==> src/sv/rdc_pkg.sv <==
// Shared types, widths and operation codes for the radix digit converter.
// No dependencies; used by rdc_dabble_stage and radix_digit_converter.
package rdc_pkg;

   localparam int OPER_W          = 2;
   localparam int OPND_W          = 63;
   localparam int CONV_W          = 60;
   localparam int MAX_BIN_DIGITS  = 19;
   localparam int DEC_DIGITS      = 19;
   localparam int BCD_W           = 4 * DEC_DIGITS;
   localparam int BIN_W           = OPND_W + 1;
   localparam int STEPS_PER_STAGE = 4;
   localparam int DABBLE_STAGES   = BIN_W / STEPS_PER_STAGE;
   // whole octal digits: 8 digits of 3 bits
   localparam int SUM_W           = 24;
   localparam int OCT_DIGITS      = 8;
   localparam int OCT_NUM_W       = 27;
   localparam int HALF_DIGITS     = 10;
   localparam int HALF_OCT        = 4;

   localparam logic [OPER_W-1:0] OP_TO_VALUE  = 2'd0;
   localparam logic [OPER_W-1:0] OP_TO_OCTAL  = 2'd1;
   localparam logic [OPER_W-1:0] OP_TO_BINARY = 2'd2;
   localparam logic [OPER_W-1:0] OP_UNUSED    = 2'd3;

   typedef struct packed {
      logic [OPER_W-1:0]         op;
      logic                      ovf;
      logic [MAX_BIN_DIGITS-1:0] bits;
      logic [BCD_W-1:0]          bcd;
      logic [BIN_W-1:0]          bin;
   } dab_type;

   function automatic logic [CONV_W-1:0] pow10(input int k);
      logic [CONV_W-1:0] p;
      p = CONV_W'(1);
      for (int j = 0; j < k; j++) p = p * CONV_W'(10);
      return p;
   endfunction

endpackage

==> src/sv/rdc_dabble_stage.sv <==
// One registered stage of the binary-to-BCD shift-and-add-3 converter.
// Depends on rdc_pkg for the stage payload type and widths.
module rdc_dabble_stage (
   input  logic            clock,
   input  logic            reset,
   input  logic            adv,
   input  logic            in_vld,
   input  rdc_pkg::dab_type in_data,
   output logic            out_vld,
   output rdc_pkg::dab_type out_data
);
   import rdc_pkg::*;

   logic    vld_ff;
   dab_type data_ff;
   dab_type data_in;

   always_comb begin
      logic [BCD_W-1:0] bcd;
      logic [BIN_W-1:0] bin;
      bcd = in_data.bcd;
      bin = in_data.bin;
      for (int s = 0; s < STEPS_PER_STAGE; s++) begin
         for (int d = 0; d < DEC_DIGITS; d++) begin
            if (bcd[4*d +: 4] >= 4'd5) bcd[4*d +: 4] = bcd[4*d +: 4] + 4'd3;
         end
         {bcd, bin} = {bcd[BCD_W-2:0], bin, 1'b0};
      end
      data_in     = in_data;
      data_in.bcd = bcd;
      data_in.bin = bin;
   end

   always_ff @(posedge clock) begin
      if (reset) begin
         vld_ff <= 1'b0;
      end else if (adv) begin
         vld_ff <= in_vld;
      end
      if (adv) data_ff <= data_in;
   end

   assign out_vld  = vld_ff;
   assign out_data = data_ff;

endmodule

==> src/sv/radix_digit_converter.sv <==
// Top level of the radix digit converter: BCD pipeline plus weighting stages.
// Depends on rdc_pkg and rdc_dabble_stage.
//
// Usage:
//   req channel: req_tuser carries the operation code, req_tdata the operand.
//   rsp channel: rsp_tdata carries the converted number, rsp_tuser overflow.
//   Operation 0 weights the operand's decimal digits by 2^position, 1 does
//   the same and writes the octal digits of that sum as a decimal numeral,
//   2 writes the operand's bits as a decimal numeral (overflow and zero if
//   the operand needs more than 19 bits), 3 answers zero.
// Pipeline: 16 BCD stages of four shift-and-add-3 steps each, then four
//   weighting/summing stages.
// Throughput: one beat per cycle unless stalled; the pipeline is fully overlapped.
// Stall: when a result waits with rsp_tready low, the whole pipeline holds
//   and req_tready drops; nothing is lost or repeated.
// Reset: synchronous; clears all valid bits, the pipeline comes up empty.
module radix_digit_converter (
   input  logic        clock,
   input  logic        reset,
   input  logic        req_tvalid,
   output logic        req_tready,
   input  logic [63:0] req_tdata,   // [62:0] operand, [63] zero
   input  logic [1:0]  req_tuser,   // [1:0] operation
   output logic        rsp_tvalid,
   input  logic        rsp_tready,
   output logic [63:0] rsp_tdata,   // [59:0] converted, [63:60] zero
   output logic [0:0]  rsp_tuser    // [0] overflow
);
   import rdc_pkg::*;

   logic adv;
   logic    dab_vld [DABBLE_STAGES+1];
   dab_type dab_data[DABBLE_STAGES+1];

   assign adv        = !rsp_tvalid || rsp_tready;
   assign req_tready = adv;

   always_comb begin
      dab_vld[0]       = req_tvalid;
      dab_data[0].op   = req_tuser;
      dab_data[0].ovf  = (req_tuser == OP_TO_BINARY) &&
                         (|req_tdata[OPND_W-1:MAX_BIN_DIGITS]);
      dab_data[0].bits = req_tdata[MAX_BIN_DIGITS-1:0];
      dab_data[0].bcd  = '0;
      dab_data[0].bin  = {1'b0, req_tdata[OPND_W-1:0]};
   end

   for (genvar g = 0; g < DABBLE_STAGES; g++) begin : g_dab
      rdc_dabble_stage u_stage (
         .clock    (clock),
         .reset    (reset),
         .adv      (adv),
         .in_vld   (dab_vld[g]),
         .in_data  (dab_data[g]),
         .out_vld  (dab_vld[g+1]),
         .out_data (dab_data[g+1])
      );
   end

   // stage A: split digit-weight sums and mode 2 numeral
   logic              a_vld_ff;
   logic [OPER_W-1:0] a_op_ff;
   logic              a_ovf_ff;
   logic [SUM_W-1:0]  a_slo_ff, a_shi_ff, a_slo_in, a_shi_in;
   logic [CONV_W-1:0] a_nlo_ff, a_nhi_ff, a_nlo_in, a_nhi_in;

   always_comb begin
      dab_type d;
      d = dab_data[DABBLE_STAGES];
      a_slo_in = '0;
      a_shi_in = '0;
      a_nlo_in = '0;
      a_nhi_in = '0;
      for (int i = 0; i < DEC_DIGITS; i++) begin
         if (i < HALF_DIGITS) a_slo_in = a_slo_in + (SUM_W'(d.bcd[4*i +: 4]) << i);
         else                 a_shi_in = a_shi_in + (SUM_W'(d.bcd[4*i +: 4]) << i);
      end
      for (int i = 0; i < MAX_BIN_DIGITS; i++) begin
         if (d.bits[i]) begin
            if (i < HALF_DIGITS) a_nlo_in = a_nlo_in + pow10(i);
            else                 a_nhi_in = a_nhi_in + pow10(i);
         end
      end
   end

   // stage B: final sums
   logic              b_vld_ff;
   logic [OPER_W-1:0] b_op_ff;
   logic              b_ovf_ff;
   logic [SUM_W-1:0]  b_sum_ff;
   logic [CONV_W-1:0] b_num_ff;

   // stage C: octal digits to decimal place values
   logic                 c_vld_ff;
   logic [OPER_W-1:0]    c_op_ff;
   logic                 c_ovf_ff;
   logic [SUM_W-1:0]     c_sum_ff;
   logic [CONV_W-1:0]    c_num_ff;
   logic [OCT_NUM_W-1:0] c_olo_ff, c_ohi_ff, c_olo_in, c_ohi_in;

   always_comb begin
      logic [OCT_NUM_W-1:0] term;
      c_olo_in = '0;
      c_ohi_in = '0;
      for (int k = 0; k < OCT_DIGITS; k++) begin
         term = OCT_NUM_W'(b_sum_ff[3*k +: 3]) * OCT_NUM_W'(pow10(k));
         if (k < HALF_OCT) c_olo_in = c_olo_in + term;
         else              c_ohi_in = c_ohi_in + term;
      end
   end

   // stage D: output register
   logic              d_vld_ff;
   logic              d_ovf_ff;
   logic [OPER_W-1:0] d_op_ff;
   logic [CONV_W-1:0] d_conv_ff, d_conv_in;

   always_comb begin
      case (c_op_ff)
         OP_TO_VALUE:  d_conv_in = CONV_W'(c_sum_ff);
         OP_TO_OCTAL:  d_conv_in = CONV_W'(c_olo_ff + c_ohi_ff);
         OP_TO_BINARY: d_conv_in = c_ovf_ff ? '0 : c_num_ff;
         default:      d_conv_in = '0;
      endcase
   end

   always_ff @(posedge clock) begin
      if (reset) begin
         a_vld_ff <= 1'b0;
         b_vld_ff <= 1'b0;
         c_vld_ff <= 1'b0;
         d_vld_ff <= 1'b0;
      end else if (adv) begin
         a_vld_ff <= dab_vld[DABBLE_STAGES];
         b_vld_ff <= a_vld_ff;
         c_vld_ff <= b_vld_ff;
         d_vld_ff <= c_vld_ff;
      end
      if (adv) begin
         a_op_ff   <= dab_data[DABBLE_STAGES].op;
         a_ovf_ff  <= dab_data[DABBLE_STAGES].ovf;
         a_slo_ff  <= a_slo_in;
         a_shi_ff  <= a_shi_in;
         a_nlo_ff  <= a_nlo_in;
         a_nhi_ff  <= a_nhi_in;
         b_op_ff   <= a_op_ff;
         b_ovf_ff  <= a_ovf_ff;
         b_sum_ff  <= a_slo_ff + a_shi_ff;
         b_num_ff  <= a_nlo_ff + a_nhi_ff;
         c_op_ff   <= b_op_ff;
         c_ovf_ff  <= b_ovf_ff;
         c_sum_ff  <= b_sum_ff;
         c_num_ff  <= b_num_ff;
         c_olo_ff  <= c_olo_in;
         c_ohi_ff  <= c_ohi_in;
         d_op_ff   <= c_op_ff;
         d_ovf_ff  <= c_ovf_ff;
         d_conv_ff <= d_conv_in;
      end
   end

   assign rsp_tvalid = d_vld_ff;
   assign rsp_tdata  = {4'b0, d_conv_ff};
   assign rsp_tuser  = d_ovf_ff;

   a_ovf_zero: assert property (@(posedge clock) disable iff (reset)
      rsp_tvalid && rsp_tuser[0] |-> rsp_tdata == 64'd0)
      else $error("overflow beat with nonzero result");

   a_ovf_mode: assert property (@(posedge clock) disable iff (reset)
      rsp_tvalid && rsp_tuser[0] |-> d_op_ff == OP_TO_BINARY)
      else $error("overflow outside binary mode");

   a_backpressure: assert property (@(posedge clock) disable iff (reset)
      rsp_tvalid && !rsp_tready |-> !req_tready)
      else $error("input taken while output stalled");

endmodule

==> config.mk <==
export PLATFORM = sky130hd
export DESIGN_NAME = radix_digit_converter
export DESIGN_NICKNAME = d
export VERILOG_FILES = /design/src/sv/rdc_pkg.sv /design/src/sv/rdc_dabble_stage.sv /design/src/sv/radix_digit_converter.sv
export SDC_FILE = /design/constraint.sdc
export NUM_CORES = 2
export LEC_CHECK = 0
export BUFFER_PORTS_ARGS = -buffer_cell sky130_fd_sc_hd__buf_2
export CAP_MARGIN = 5
export CELL_PAD_IN_SITES_DETAIL_PLACEMENT = 0
export CELL_PAD_IN_SITES_GLOBAL_PLACEMENT = 1
export CORE_MARGIN = 1.5
export CORE_UTILIZATION = 45
export CTS_CLUSTER_SIZE = 40
export DETAILED_ROUTE_END_ITERATION = 12
export PLACE_DENSITY_LB_ADDON = 0.1
export SLEW_MARGIN = 20
export SYNTH_ARGS = -nofsm -noshare
export SYNTH_HDL_FRONTEND = slang
export SYNTH_SLANG_ARGS = --single-unit
==> constraint.sdc <==
create_clock -name clock -period 141 [get_ports clock]
set_clock_uncertainty 0.05 [all_clocks]
set_input_delay 7.05 -clock clock [delete_from_list [all_inputs] [get_ports clock]]
set_output_delay 7.05 -clock clock [all_outputs]
set_load 0.02 [all_outputs]
==> results.rst <==
.. list-table::
   :header-rows: 1

   * - Metric
     - Value
   * - Outcome
     - complete, no violations
   * - Maximum buffer depth of the clock tree
     - 4
   * - Library cell used as clock root buffer
     - clkbuf_16
   * - Global router's overall resource usage
     - 0.158
   * - Worst-case headroom to the max-slew limit
     - 0.284
   * - Number of gates resized after cts
     - 0
   * - Mapped Cells
     - 12500
   * - Post-CTS setup-driven buffer insertion count
     - 0
   * - Total core area
     - approximately 280000 um^2
   * - Cell types occupying the most area after synthesis
     - edfxtp_1, ha_1, xnor2_1
   * - Average size of a mapped cell
     - around 10 um^2
   * - Post-synthesis instance area
     - about 130000 um^2
   * - Launch instance of the worst min-delay path
     - b_num_ff[4]
   * - Count of pins over their slew limit
     - 0
   * - Post-detailed-routing wire length
     - roughly 230000 um
   * - Count of standard-cell rows
     - between 150 and 200
   * - Launching element type of the critical path
     - input port
   * - Hold path cells
     - 0
   * - Area added between synthesis and finish
     - 9.34%
   * - Transition at the pin with the smallest max-transition slack
     - 1.06 ns
   * - Largest area contributor in the netlist
     - edfxtp_1
   * - Crit-path max FO
     - 119
   * - Global-route wire length before repair
     - a little under 400000 um
   * - Global-route track usage on met3
     - 0.0173
   * - Data arrival time of the worst path
     - around 8.2 ns
   * - Worst setup path category
     - input port to primary output
   * - Fraction of layout instances using a drive strength above 1
     - 0.0719
   * - Width of the die
     - about 530 um
   * - Unrepaired setup endpoints after global routing
     - false
   * - Antenna violations before repair
     - 1
   * - Number of global-route vias before repair
     - roughly 85000
   * - # setup viols final
     - 0
   * - Sequential share of the synthesized area
     - 0.396
   * - Clk pin slew, worst setup/hold paths
     - 0.06 ns
   * - Post-route fraction of the period consumed by the critical path
     - 0.109
   * - Share of async-settable or async-resettable flops after synthesis
     - 0
   * - Number of unique standard cell types used by synthesis
     - 120
   * - Crit Reg-Reg Endpoint
     - a_nhi_ff[48]
   * - Number of hold violations in the final report
     - 0
   * - Number of clock buffers inserted by TritonCTS
     - slightly below 200
   * - Routed wire length per instance
     - ~14 um
   * - Initial Utilization
     - 0.453
   * - Min cycle time layout
     - 15.34 ns
   * - Number of hold-repair buffers added at the cts stage
     - 0
   * - Vias per cell
     - about 5.2
   * - Met1 track demand over resource in global routing
     - 0.182
   * - Number of design-rule violations left by the first detailed-router iteration
     - about 3700
   * - Req. time, crit path
     - around 130 ns
   * - Clock net sink count
     - 1659
   * - Overflow left after global routing
     - 0
   * - Number of detailed-route iterations in the first pass
     - 7
   * - Routability-driven placement congestion ratio
     - 0.817
   * - Maximum frequency from static timing analysis
     - around 0.065 GHz
   * - Terminating pin of the worst hold path
     - c_num_ff[4]
   * - Launching element of the worst setup path
     - rsp_tready
   * - Count of input and output buffers
     - ~130
   * - Dominant register cell in the synthesized netlist
     - edfxtp_1
   * - Layout filler cell count
     - between 20000 and 25000
   * - Die Height
     - around 530 um
   * - TNS Setup
     - 0 ns
   * - Global-route layer with the greatest usage
     - met2
   * - Total instance count after detailed placement
     - roughly 16000
   * - Register-to-register setup slack
     - ~130 ns
   * - Final non-filler cell total
     - 16700
   * - Area share of the largest cell type after synthesis
     - 0.392
   * - Worst min-delay path category
     - flop to flop
   * - Leading post-synthesis cells by instance count
     - edfxtp_1, ha_1, inv_1, o21ai_0, nor2_1
   * - Register bit count reported by yosys
     - ~1700
   * - Most frequent cell after synthesis
     - edfxtp_1
   * - Worst R2R Start
     - g_dab[15].u_stage.out_data[151]
   * - Vias post-DR
     - approximately 86000
   * - Type of element capturing the critical path
     - primary output
   * - I/O pin total
     - ~140
   * - Total Die Area
     - 282000 um^2
   * - Cells on worst reg2reg path
     - 26
   * - Maximum number of pins on one net before global-route repair
     - 120
   * - Dpl hpwl
     - about 170000 um
   * - YS warnings
     - 0
   * - Number of remaining DRC errors
     - 0
   * - Max-Cap Viols
     - 0
   * - Clock latency on the worst-skew pair
     - 0.86 ns
   * - Total number of H-tree levels
     - 4
   * - Total Nets Final
     - ~14000
   * - GR met2 Demand/Resource
     - 0.303
   * - Count of flip-flops with a built-in enable after synthesis
     - 1639
   * - Clock tree from TritonCTS
     - yes
   * - Number of nets with antenna violations after detailed routing
     - 0
[cells by family (layout without fill, tap and decap cells)]
logic type / after synthesis / in the layout / share of synthesized area
and+or+nand+nor: 3399 / 3399 / 0.136
AOI/OAI and AO/OA: 2708 / 2708 / 0.124
DFF: 1659 / 1659 / 0.396
adders and majority gates: 1551 / 1551 / 0.159
buffers and inverters: 1337 / 1764 / 0.0406
xor gates and xnor gates: 963 / 963 / 0.0675
muxes: 907 / 907 / 0.0763
other: 1 / 6 / 0.0000299
[cell usage in the layout, fill, tap and decap left out, types with 52 or more instances in the layout]
| cell | n |
|---|---|
| mux2_2 | 396 |
| nand3b_1 | 133 |
| ha_1 | 1474 |
| nor3_1 | 140 |
| a21oi_1 | 1001 |
| and2_1 | 52 |
| nor2b_1 | 472 |
| nor2_1 | 1016 |
| clkbuf_16 | 194 |
| a21o_1 | 94 |
| nand2_1 | 776 |
| fa_1 | 74 |
| o21ai_0 | 1045 |
| edfxtp_1 | 1639 |
| xnor2_1 | 848 |
| a21boi_0 | 58 |
| nor3b_1 | 235 |
| inv_1 | 1239 |
| nand2b_1 | 222 |
| a211o_1 | 62 |
| and3_1 | 81 |
| o21a_1 | 148 |
| buf_2 | 131 |
| mux2i_1 | 511 |
| nand3_1 | 118 |
| xor2_1 | 111 |
[worst max-delay path, stage by stage]
cell	delay, ns
buf_2	0.08
nor2b_1	0.03
buf_4	0.21
inv_8	0.56
buf_2	0.29
[cell type report]
cell class / instances / area [um^2] / area share
repair buffers: 171 / 956 / 0.00697
multi-input cells: 9533 / 70700 / 0.516
well taps: 3705 / 4640 / 0.0338
flip-flops and latches: 1659 / 49600 / 0.362
clock buffers: 233 / 5020 / 0.0366
inverters: 1243 / 4670 / 0.0341
diodes: 1 / 2.50 / 0.0000183
clock inverters: 117 / 1470 / 0.0107
[registers in the layout (all words and copies together), names as in the netlist, 13 cells and up]
name	flops
d_conv_ff	60
b_num_ff	59
a_slo_ff	14
c_ohi_ff	22
c_sum_ff	24
g_dab.u_stage.out_data	1262
a_nlo_ff	30
a_nhi_ff	49
c_olo_ff	13
c_num_ff	59
g_dab.u_stage.out_vld	16
a_shi_ff	13
b_sum_ff	24
[worst max path at each step]
stage	endpoint	slack, ns	cells past startpoint
2_1_floorplan	req_tready	82.18	3
3_3_place_gp	req_tready	125.58	5
3_5_place_dp	req_tready	125.58	5
4_1_cts	req_tready	125.58	5
5_1_grt	req_tready	125.52	5
6_report	req_tready	125.66	5
[per-stage QoR]
step,worst slack (ns),instance area (um^2),hold WS [ns],util
finish,125.66,137000,0.329,0.495
CTS,125.58,137000,0.322,0.495
floorplan,82.18,125000,0.350,-
global route,125.52,137000,0.345,0.495
detailed placement,125.58,131000,0.355,0.472
global placement,125.58,131000,0.350,0.472
[layer usage]
layer  wire (um)  up-vias
met1       99900    40300
met4        6270        0
met2      116000      696
met3        5510      305
met5           0        -
li1            -    44700
Power is not shown: default switching activity piles up to over one toggle a cycle in this logic, so the estimate is an artifact.
